## config.mk

```make
export PLATFORM = sky130hd
export DESIGN_NAME = sustained_note_release_pool_core
export DESIGN_NICKNAME = d
export VERILOG_FILES = /design/src/rtl/core/snrp_pkg.sv /design/src/rtl/core/sustained_note_release_pool_core.sv
export VERILOG_INCLUDE_DIRS = /design/src /design/src/rtl/core
export SDC_FILE = /design/constraint.sdc
export NUM_CORES = 2
export LEC_CHECK = 0
export BUFFER_PORTS_ARGS = -buffer_cell sky130_fd_sc_hd__clkbuf_2
export CAP_MARGIN = 30
export CORE_MARGIN = 2
export CORE_UTILIZATION = 60
export CTS_CLUSTER_SIZE = 40
export DETAILED_ROUTE_END_ITERATION = 10
export PLACE_DENSITY = 0.76
export SLEW_MARGIN = 25
export SYNTH_ARGS = -nofsm -noshare
export SYNTH_HDL_FRONTEND = slang
export SYNTH_SLANG_ARGS = --single-unit
```

## constraint.sdc

```tcl
create_clock -name clk -period 16.17 [get_ports clk]
set_clock_uncertainty 0.15 [all_clocks]
set_input_delay 1.617 -clock clk [delete_from_list [all_inputs] [get_ports clk]]
set_output_delay 1.617 -clock clk [all_outputs]
set_load 0.01 [all_outputs]
```

## src/rtl/core/sustained_note_release_pool_core_macros.svh

```systemverilog
// Assertion helpers for the note release pool.
`ifndef SUSTAINED_NOTE_RELEASE_POOL_CORE_MACROS_SVH
`define SUSTAINED_NOTE_RELEASE_POOL_CORE_MACROS_SVH

// Check that a condition implies a consequence at the same edge.
`define SNRP_ASSERT_IMP(label, cond, conseq, msg) \
  label: assert property (@(posedge clk) disable iff (rst) (cond) |-> (conseq)) \
    else $error(msg);

// Check that a condition implies a consequence at the next edge.
`define SNRP_ASSERT_NEXT(label, cond, conseq, msg) \
  label: assert property (@(posedge clk) disable iff (rst) (cond) |=> (conseq)) \
    else $error(msg);

`endif

```

## src/rtl/core/snrp_pkg.sv

```systemverilog
package snrp_pkg;

  localparam int POOL_DEPTH = 24;
  localparam int IDX_W = $clog2(POOL_DEPTH);
  localparam int CNT_W = $clog2(POOL_DEPTH + 1);
  localparam int REM_W = 21;
  localparam int FRAC_W = 16;
  localparam logic [7:0] CROSSFADE_RESET = 8'd10;

  localparam logic [1:0] FUNC_TICK  = 2'd0;
  localparam logic [1:0] FUNC_ADD   = 2'd1;
  localparam logic [1:0] FUNC_TRIM  = 2'd2;
  localparam logic [1:0] FUNC_CLEAR = 2'd3;

  localparam logic [1:0] STAT_OK   = 2'd0;
  localparam logic [1:0] STAT_FULL = 2'd1;
  localparam logic [1:0] STAT_MISS = 2'd2;

  typedef struct packed {
    logic [3:0]        player;
    logic [3:0]        channel;
    logic [6:0]        note;
    logic [REM_W-1:0]  remaining;
    logic [FRAC_W-1:0] fraction;
  } entry_t;

endpackage

```

## src/rtl/core/sustained_note_release_pool_core.sv

```systemverilog
// Flow: an accepted item is walked over the pool entries in state WALK, and its
// status word is loaded from state DONE; note-off words come out during a tick
// walk, one per cycle while out does not stall, held while out stalls.
// A new item is taken only in IDLE, after the status word of the last one. The
// single entry walker visits one stored entry per cycle, but waits at an expired entry while out stalls.
// Reset: rst (synchronous) empties the pool and loads crossfade with 10.
module sustained_note_release_pool_core (
  input  logic        clk,
  input  logic        rst,
  input  logic        in_valid,
  output logic        in_stall,
  input  logic [1:0]  func,
  input  logic [3:0]  player_id,
  input  logic [3:0]  channel,
  input  logic [6:0]  note,
  input  logic [19:0] tick_count,
  input  logic [23:0] step_fixed,
  input  logic        cfg_we,
  input  logic [7:0]  cfg_wdata,
  output logic        out_valid,
  input  logic        out_stall,
  output logic        kind,
  output logic [3:0]  off_player,
  output logic [3:0]  off_channel,
  output logic [6:0]  off_note,
  output logic [1:0]  status,
  output logic [19:0] longest_remaining,
  output logic        last
);
  import snrp_pkg::*;

  localparam logic [1:0] ST_IDLE = 2'd0;
  localparam logic [1:0] ST_WALK = 2'd1;
  localparam logic [1:0] ST_DONE = 2'd2;

  // Pool storage: a register file walked by one shared entry unit. Entries
  // are compacted: the walker reads index rd and writes wr, or rd for an add.
  entry_t pool [POOL_DEPTH];
  logic [CNT_W-1:0] active_count;
  logic [7:0] crossfade;

  logic [1:0]  state;
  logic [CNT_W-1:0] rd;    // read pointer
  logic [CNT_W-1:0] wr;    // keep pointer
  logic [1:0]  r_func;
  logic [3:0]  r_player, r_channel;
  logic [6:0]  r_note;
  logic [REM_W-1:0] r_target;
  logic [23:0] r_step;
  logic [1:0]  r_status;
  logic [REM_W-1:0] longest;
  entry_t carry;           // add: entry pushed down the pool

  // Shared entry unit: the step add, remaining update and compares for one entry.
  entry_t cur;
  logic [24:0] acc;
  logic [REM_W-1:0] new_rem;
  logic mine, expire, match;
  logic [REM_W-1:0] keep_rem;

  assign in_stall = (state != ST_IDLE);

  always_comb begin
    cur = pool[rd[IDX_W-1:0]];
    mine = (cur.player == r_player);
    acc = {1'b0, r_step} + {9'd0, cur.fraction};
    new_rem = cur.remaining - REM_W'(acc[24:16]);
    expire = mine && $signed(new_rem) < 0;
    match = mine && cur.channel == r_channel && cur.note == r_note &&
            $signed(cur.remaining) >= $signed(r_target) && r_status == STAT_MISS;
    keep_rem = cur.remaining;
    if (r_func == FUNC_TICK && mine) keep_rem = new_rem;
    else if (r_func == FUNC_TRIM && match) keep_rem = r_target;
  end

  logic out_free;
  assign out_free = !out_valid || !out_stall;

  // Load the output register with a note-off during a tick walk, or with the
  // status word at the finish.
  logic emit_off, emit_stat;
  assign emit_off = (state == ST_WALK) && (r_func == FUNC_TICK) &&
                    (rd < active_count) && expire && out_free;
  assign emit_stat = (state == ST_DONE) && out_free;

  // Add on a full pool: walk without change, only for the maximum.
  logic add_full;
  assign add_full = (func == FUNC_ADD) && (active_count == CNT_W'(POOL_DEPTH));

  always_ff @(posedge clk) begin
    if (rst) begin
      state <= ST_IDLE;
      active_count <= '0;
      crossfade <= CROSSFADE_RESET;
      out_valid <= 1'b0;
    end else begin
      if (cfg_we) crossfade <= cfg_wdata;
      if (emit_off || emit_stat) out_valid <= 1'b1;
      else if (!out_stall) out_valid <= 1'b0;
      unique case (state)
        ST_IDLE: begin
          if (in_valid) begin
            r_func <= add_full ? FUNC_TRIM : func;
            r_player <= add_full ? ~player_id : player_id;
            r_channel <= add_full ? ~channel : channel;
            r_note <= add_full ? ~note : note;
            r_step <= step_fixed;
            r_target <= add_full ? {1'b0, {(REM_W-1){1'b1}}}
                                 : ({1'b0, tick_count} - {13'd0, crossfade});
            r_status <= add_full ? STAT_FULL :
                        (func == FUNC_TRIM) ? STAT_MISS : STAT_OK;
            carry <= {player_id, channel, note, {1'b0, tick_count}, {FRAC_W{1'b0}}};
            rd <= '0;
            wr <= '0;
            longest <= '0;
            state <= ST_WALK;
          end
        end
        ST_WALK: begin
          if (r_func == FUNC_ADD && rd <= active_count) begin
            // Shift down one entry per cycle, carrying the displaced one.
            pool[rd[IDX_W-1:0]] <= carry;
            carry <= cur;
            if ($signed(carry.remaining) > $signed(longest))
              longest <= carry.remaining;
            rd <= rd + 1'b1;
            if (rd == active_count) begin
              active_count <= active_count + 1'b1;
              state <= ST_DONE;
            end
          end else if (r_func != FUNC_ADD && rd < active_count) begin
            if (r_func == FUNC_TICK && expire) begin
              if (out_free) begin
                kind <= 1'b0;
                off_player <= cur.player;
                off_channel <= cur.channel;
                off_note <= cur.note;
                status <= STAT_OK;
                longest_remaining <= '0;
                last <= 1'b0;
                rd <= rd + 1'b1;
              end
            end else if (r_func == FUNC_CLEAR && mine) begin
              rd <= rd + 1'b1;
            end else begin
              pool[wr[IDX_W-1:0]] <= '{cur.player, cur.channel, cur.note, keep_rem,
                                      (r_func == FUNC_TICK && mine) ? acc[15:0]
                                                                    : cur.fraction};
              if (match && r_func == FUNC_TRIM) r_status <= STAT_OK;
              if ($signed(keep_rem) > $signed(longest)) longest <= keep_rem;
              wr <= wr + 1'b1;
              rd <= rd + 1'b1;
            end
          end else begin
            if (r_func != FUNC_ADD) active_count <= wr;
            state <= ST_DONE;
          end
        end
        ST_DONE: begin
          if (out_free) begin
            kind <= 1'b1;
            off_player <= '0;
            off_channel <= '0;
            off_note <= '0;
            status <= r_status;
            longest_remaining <= longest[19:0];
            last <= 1'b1;
            state <= ST_IDLE;
          end
        end
        default: state <= ST_IDLE;
      endcase
    end
  end

`include "sustained_note_release_pool_core_macros.svh"

  `SNRP_ASSERT_IMP(a_count_range, 1'b1, active_count <= CNT_W'(POOL_DEPTH), "pool overfilled")
  `SNRP_ASSERT_IMP(a_last_kind, out_valid, last == kind, "last and kind disagree")
  `SNRP_ASSERT_NEXT(a_busy_after_accept, in_valid && !in_stall, state == ST_WALK,
                    "walk did not start")

endmodule
```

# Word-level counts from Yosys, hierarchy flattened
# Memories as Yosys holds them, arrays and structs flattened. A register that Yosys moved wholly into a read port is not among the register bits.
# Cells that the tools add are included.
op_classes:
  reduce_logical: 37
  addsub: 6
  n_lt_le_gt_ge: 6
  eq_ne: 35
  n_mux: 98
  bitwise_logic: 4
ops:
  columns: ["cell", "n"]
  rows:
  - ["21-bit 2-to-1 mux", 9]
  - ["52-bit 2-to-1 mux", 3]
  - ["52-bit one-hot mux with 2 select lines", 1]
  - ["20-bit 2-to-1 mux", 5]
  - ["5-bit 2-to-1 mux", 15]
  - ["52-bit OR reduction", 1]
  - ["4-bit 2-to-1 mux", 11]
  - ["21-bit greater-than comparator", 2]
  - ["7-bit 2-to-1 mux", 6]
  - ["21-bit one-hot mux with 2 select lines", 1]
  - ["20-bit one-hot mux with 2 select lines", 1]
  - ["2-bit 2-to-1 mux", 17]
  - ["24-bit by 16-bit adder with 25-bit output", 1]
  - ["21-bit greater-or-equal comparator", 1]
  - ["21-bit by 1-bit less-than comparator with 1-bit output, second input constant", 1]
  - ["20-bit by 8-bit subtractor with 21-bit output", 1]
  - ["21-bit by 9-bit subtractor with 21-bit output", 1]
  - ["5-bit one-hot mux with 2 select lines", 2]
  - ["1-bit 2-to-1 mux", 19]
  - ["1-bit logical AND", 17]
  - ["16-bit 2-to-1 mux", 1]
  - ["4-bit one-hot mux with 2 select lines", 2]
  - ["8-bit AND reduction", 2]
  - ["5-bit by 1-bit adder with 5-bit output, second input constant", 3]
  - ["29 further kinds", 63]
totals:
  n_memories: 1
  reg_bits: 201
  word_cells: 212
  out_inout_bits: 41
  mem_bits_rw: 1248
  in_bits: 74
mem_list:
  columns: ["name", "words", "word_bits", "read_ports", "rd_clocked_by_memory_dff", "wr", "line_no", "source"]
  rows:
  - ["pool", 24, 52, 1, 1, 1, "sustained_note_release_pool_core.sv:38", "entry_t pool [POOL_DEPTH];"]

# Longest topological paths before layout
logic_depth:
  ltp_word: 15
  depth_mapped: 43
  ltp_nobuf: 34

# Worst setup path before layout
# OpenSTA, ideal clock, no wires.
synth_timing:
  kind: "reg-to-reg"
  from: "register with a tool-made name"
  to: "register last (enable)"
  setup_ns: 0.491
  n_path_buf: 9
  path_stages_with_launch: 37
  required_time_ns: 15.529
  t_arrival_ns: 10.735
  path_slack_ns: 4.793
  synth_period_minus_slack_ns: 11.377
  cell_sequence: "dfxtp_1 > buf_2 > buf_6 > buf_4 > buf_4 > buf_4 > buf_4 > buf_2 > buf_2 > buf_2 > mux4_2 > mux4_2 > nor2_1 > a31oi_1 > ha_1 > fa_1 > a21o_1 > a21oi_1 > o21bai_1 > a211oi_1 > o31a_1 > nor3_1 > a21o_1 > a21oi_1 > xnor2_1 > ha_1 > fa_1 > nand2b_1 > a21oi_1 > or3_1 > a21oi_1 > o21ai_1 > nor4_2 > xnor2_1 > and2_1 > a31oi_1 > a211oi_1"
synth_rtl:
  columns: ["element", "line_no", "source"]
  rows:
  - ["to (signal assigned)", "sustained_note_release_pool_core.sv:140", "last <= 1'b0;"]
  - ["to (signal assigned)", "sustained_note_release_pool_core.sv:167", "last <= 1'b1;"]
  - ["to (decl)", "sustained_note_release_pool_core.sv:28", "output logic last"]

==> impl_metrics.tcl <==
set metrics [dict create \
    mostFrequentLayoutCells "1433 x edfxtp_1, 282 x mux4_2, 232 x nand2_1" \
    cts_resized 0 \
    leakagePower_nw 22.7 \
    status "finished, final reports clean" \
    met1Wirelength_um 62300 \
    numCtsBuffers 145 \
    yosysSeqAreaShare_pct 71.3 \
    slowest_delay_ns 0.91 \
    highest_layer "met4" \
    seq_area_um2 43500 \
    yosys_warnings 0 \
    routed_wl_um 166000 \
    critPathCaptureType "register" \
    cts_setup_buffers 0 \
    wl_met2_um 75100 \
    ys_ff_latch 1454 \
    required_ns 16.39 \
    grt_pass1_vias 34100 \
    gr-usage-all-layers_pct 32.3 \
    finalCritPeriodShare_pct 71.7 \
    criticalPathCategory "register to register" \
    viasPerCell 6.79 \
    cp_max_fo 133 \
    synthArstFlopShare_pct 0 \
    first_iter_violations 5349 \
    syn_nets 3648 \
    cts_tree "yes" \
    rows 116 \
    syn2layout_area_growth_pct 12.2 \
    drc 0 \
    n_fill_cell 6452 \
    hold_buffers 0 \
    antenna_found_initial 2 \
    rsz0062_at_grt "no" \
    synth-edff-count 1433 \
    hold_class "register to register" \
    multi_input_area_um2 16600 \
    slew_headroom_pct 28.6 \
    drive_gt1_share_pct 21.9 \
    dp_hpwl_um 93400 \
    utilization_pct 68.1 \
    wl_met3_um 22500 \
    synthFlopType "edfxtp_1" \
    grt_max_degree 134 \
    nNetsFinal 3848 \
    layout_commonest_cell "edfxtp_1" \
    tns_ns 0 \
    cp_data_arrival_time_ns 11.82 \
    critical-path-slowest-cell "nor2_4" \
    cpMostUsedCell "a21oi_1" \
    p_total_mw 8.59 \
    syn_avg_cell_area_um2 17.6 \
    vias 34900 \
    ys_types 85 \
    die-area_um2 104000 \
    powerDensity_nw_per_um2 126 \
    grt_overflow 0 \
    core_um2 100000 \
    path_clk_slew_ns 0.06 \
    postSynthCellCount 3466 \
    routedWlPerCell_um 32.2 \
    worstSetupEndpoint "pool[1][13]" \
    ctsRootBufferMaster "clkbuf_16" \
    io_buffers 114 \
    tightest_slew_ns 1.07 \
    io_pins 115 \
    clockBufferDepth 3 \
    gp_congestion 0.916 \
    drtPass1Iterations 6 \
    reg2reg_to "pool[1][13]" \
    antenna_left 0 \
    achievable-frequency_mhz 86.3 \
    rr_worst_depth 30 \
    finalCriticalPeriod_ns 11.59 \
    clock_latency_ns 0.76 \
    cts.htree.levels 4 \
    die_y_um 323 \
    finalSetupViolCount 0 \
    rrSetupSlack_ns 4.58 \
    grt_first_pass_wirelength_um 237000 \
    slew_violations 0 \
    numClockSinks 1454 \
    ir_worst_vdd_v 0.000108 \
    fp.dieW_um 323 \
    cp-start-kind "register" \
    whs_ns 0.342 \
    start_util_pct 60.7 \
    max_cap_viol_count 0 \
    finalHoldViolCount 0 \
    synth_area_um2 60900 \
]
## synth_stat cells, drive strengths merged, types with 11 or more instances
master,number,area (um2)
nor4,12,81.3
edfxtp,1433,43000
nor3b,13,97.6
mux4,282,6350
mux2i,153,1530
nand3,36,180
clkbuf,77,290
a21o,19,143
nand2,232,871
a31oi,43,269
mux2,44,495
xor2,19,166
o21ai,78,390
ha,105,1310
a22oi,47,353
o21a,29,218
and3,19,119
buf,94,520
and2,52,325
nor3,20,100
inv,90,338
xnor2,55,482
nand2b,16,100
a21oi,97,485
a211oi,11,95.1
nand4,17,106
o211ai,12,95.1
nor2,190,716
nor2b,31,194
dfxtp,21,420
a221oi,11,109
## worst max-delay path, delay by kind of cell, from the launching register on
kind | cells | cell delay [ns]
compound gates | 12 | 3.14
buf+inv | 3 | 2.01
simple gates | 6 | 1.58
fa+ha+maj | 4 | 1.40
mux | 3 | 1.38
flops | 1 | 0.90
xor+xnor | 2 | 0.36
## flip-flops by register name, summed over array words and instances, names as in the netlist, 4 cells and up, named ones only
signal / flops
r_note: 7
carry: 52
pool: 1248
r_step: 24
r_channel: 4
wr: 5
off_note: 7
crossfade: 8
r_player: 4
active_count: 5
off_channel: 4
off_player: 4
longest_remaining: 20
r_target: 21
longest: 21
rd: 5
## where the power goes
group | internal [mW] | total [mW] | switching, mW
sequential | 4.21 | 4.26 | 0.0442
clock | 1.94 | 3.36 | 1.43
combinational | 0.368 | 0.967 | 0.599
## worst min-delay path by stage
stage	start	end	slack, ns	cells after the start
after global routing	crossfade[5]	crossfade[5]	0.36	2
final	crossfade[5]	crossfade[5]	0.34	2
after detailed placement	crossfade[3]	crossfade[3]	0.33	2
after floorplan	crossfade[3]	crossfade[3]	0.31	2
after global placement	crossfade[4]	crossfade[4]	0.32	2
after CTS	crossfade[5]	crossfade[5]	0.34	2
## through the flow
stage          instances  worst slack (ns)  area, um2
4_1_cts             5133              4.76      68300
3_5_place_dp        4873              4.80      63600
2_1_floorplan       3466              4.79      60900
5_1_grt             5137              4.03      68400
3_3_place_gp        4872              4.88      63500
6_report            5137              4.58      68400
## routing by layer
metal / up-vias / track usage [%]
li1: 14200 / -
met1: 17800 / 46.1
met5: - / 0
met2: 2540 / 48.2
met3: 359 / 9.11
met4: 0 / 11.4
## logic make-up (layout without fill, tap and decap cells)
kind of cell	Yosys count	count (layout)	synth area share, %
AO/OA/AOI/OAI	415	415	4.55
XOR/XNOR	74	74	1.06
adder cells (fa/ha/maj)	108	108	2.25
buffers and inverters	261	574	1.88
flip-flops	1454	1454	71.3
multiplexers	479	479	13.7
other	0	1	0
AND/OR/NAND/NOR	675	675	5.21
## area by class of cell
| type | count | share of cell area, % |
|---|---|---|
| Sequential cell | 1454 | 63.6 |
| Multi-Input combinational cell | 1751 | 24.3 |
| Clock inverter | 83 | 1.37 |
| Inverter | 90 | 0.494 |
| Clock buffer | 177 | 5.54 |
| Timing Repair Buffer | 224 | 2.17 |
| Antenna cell | 1 | 0.00366 |
| Tap cell | 1357 | 2.48 |
Power figures use the tool's default switching activity.
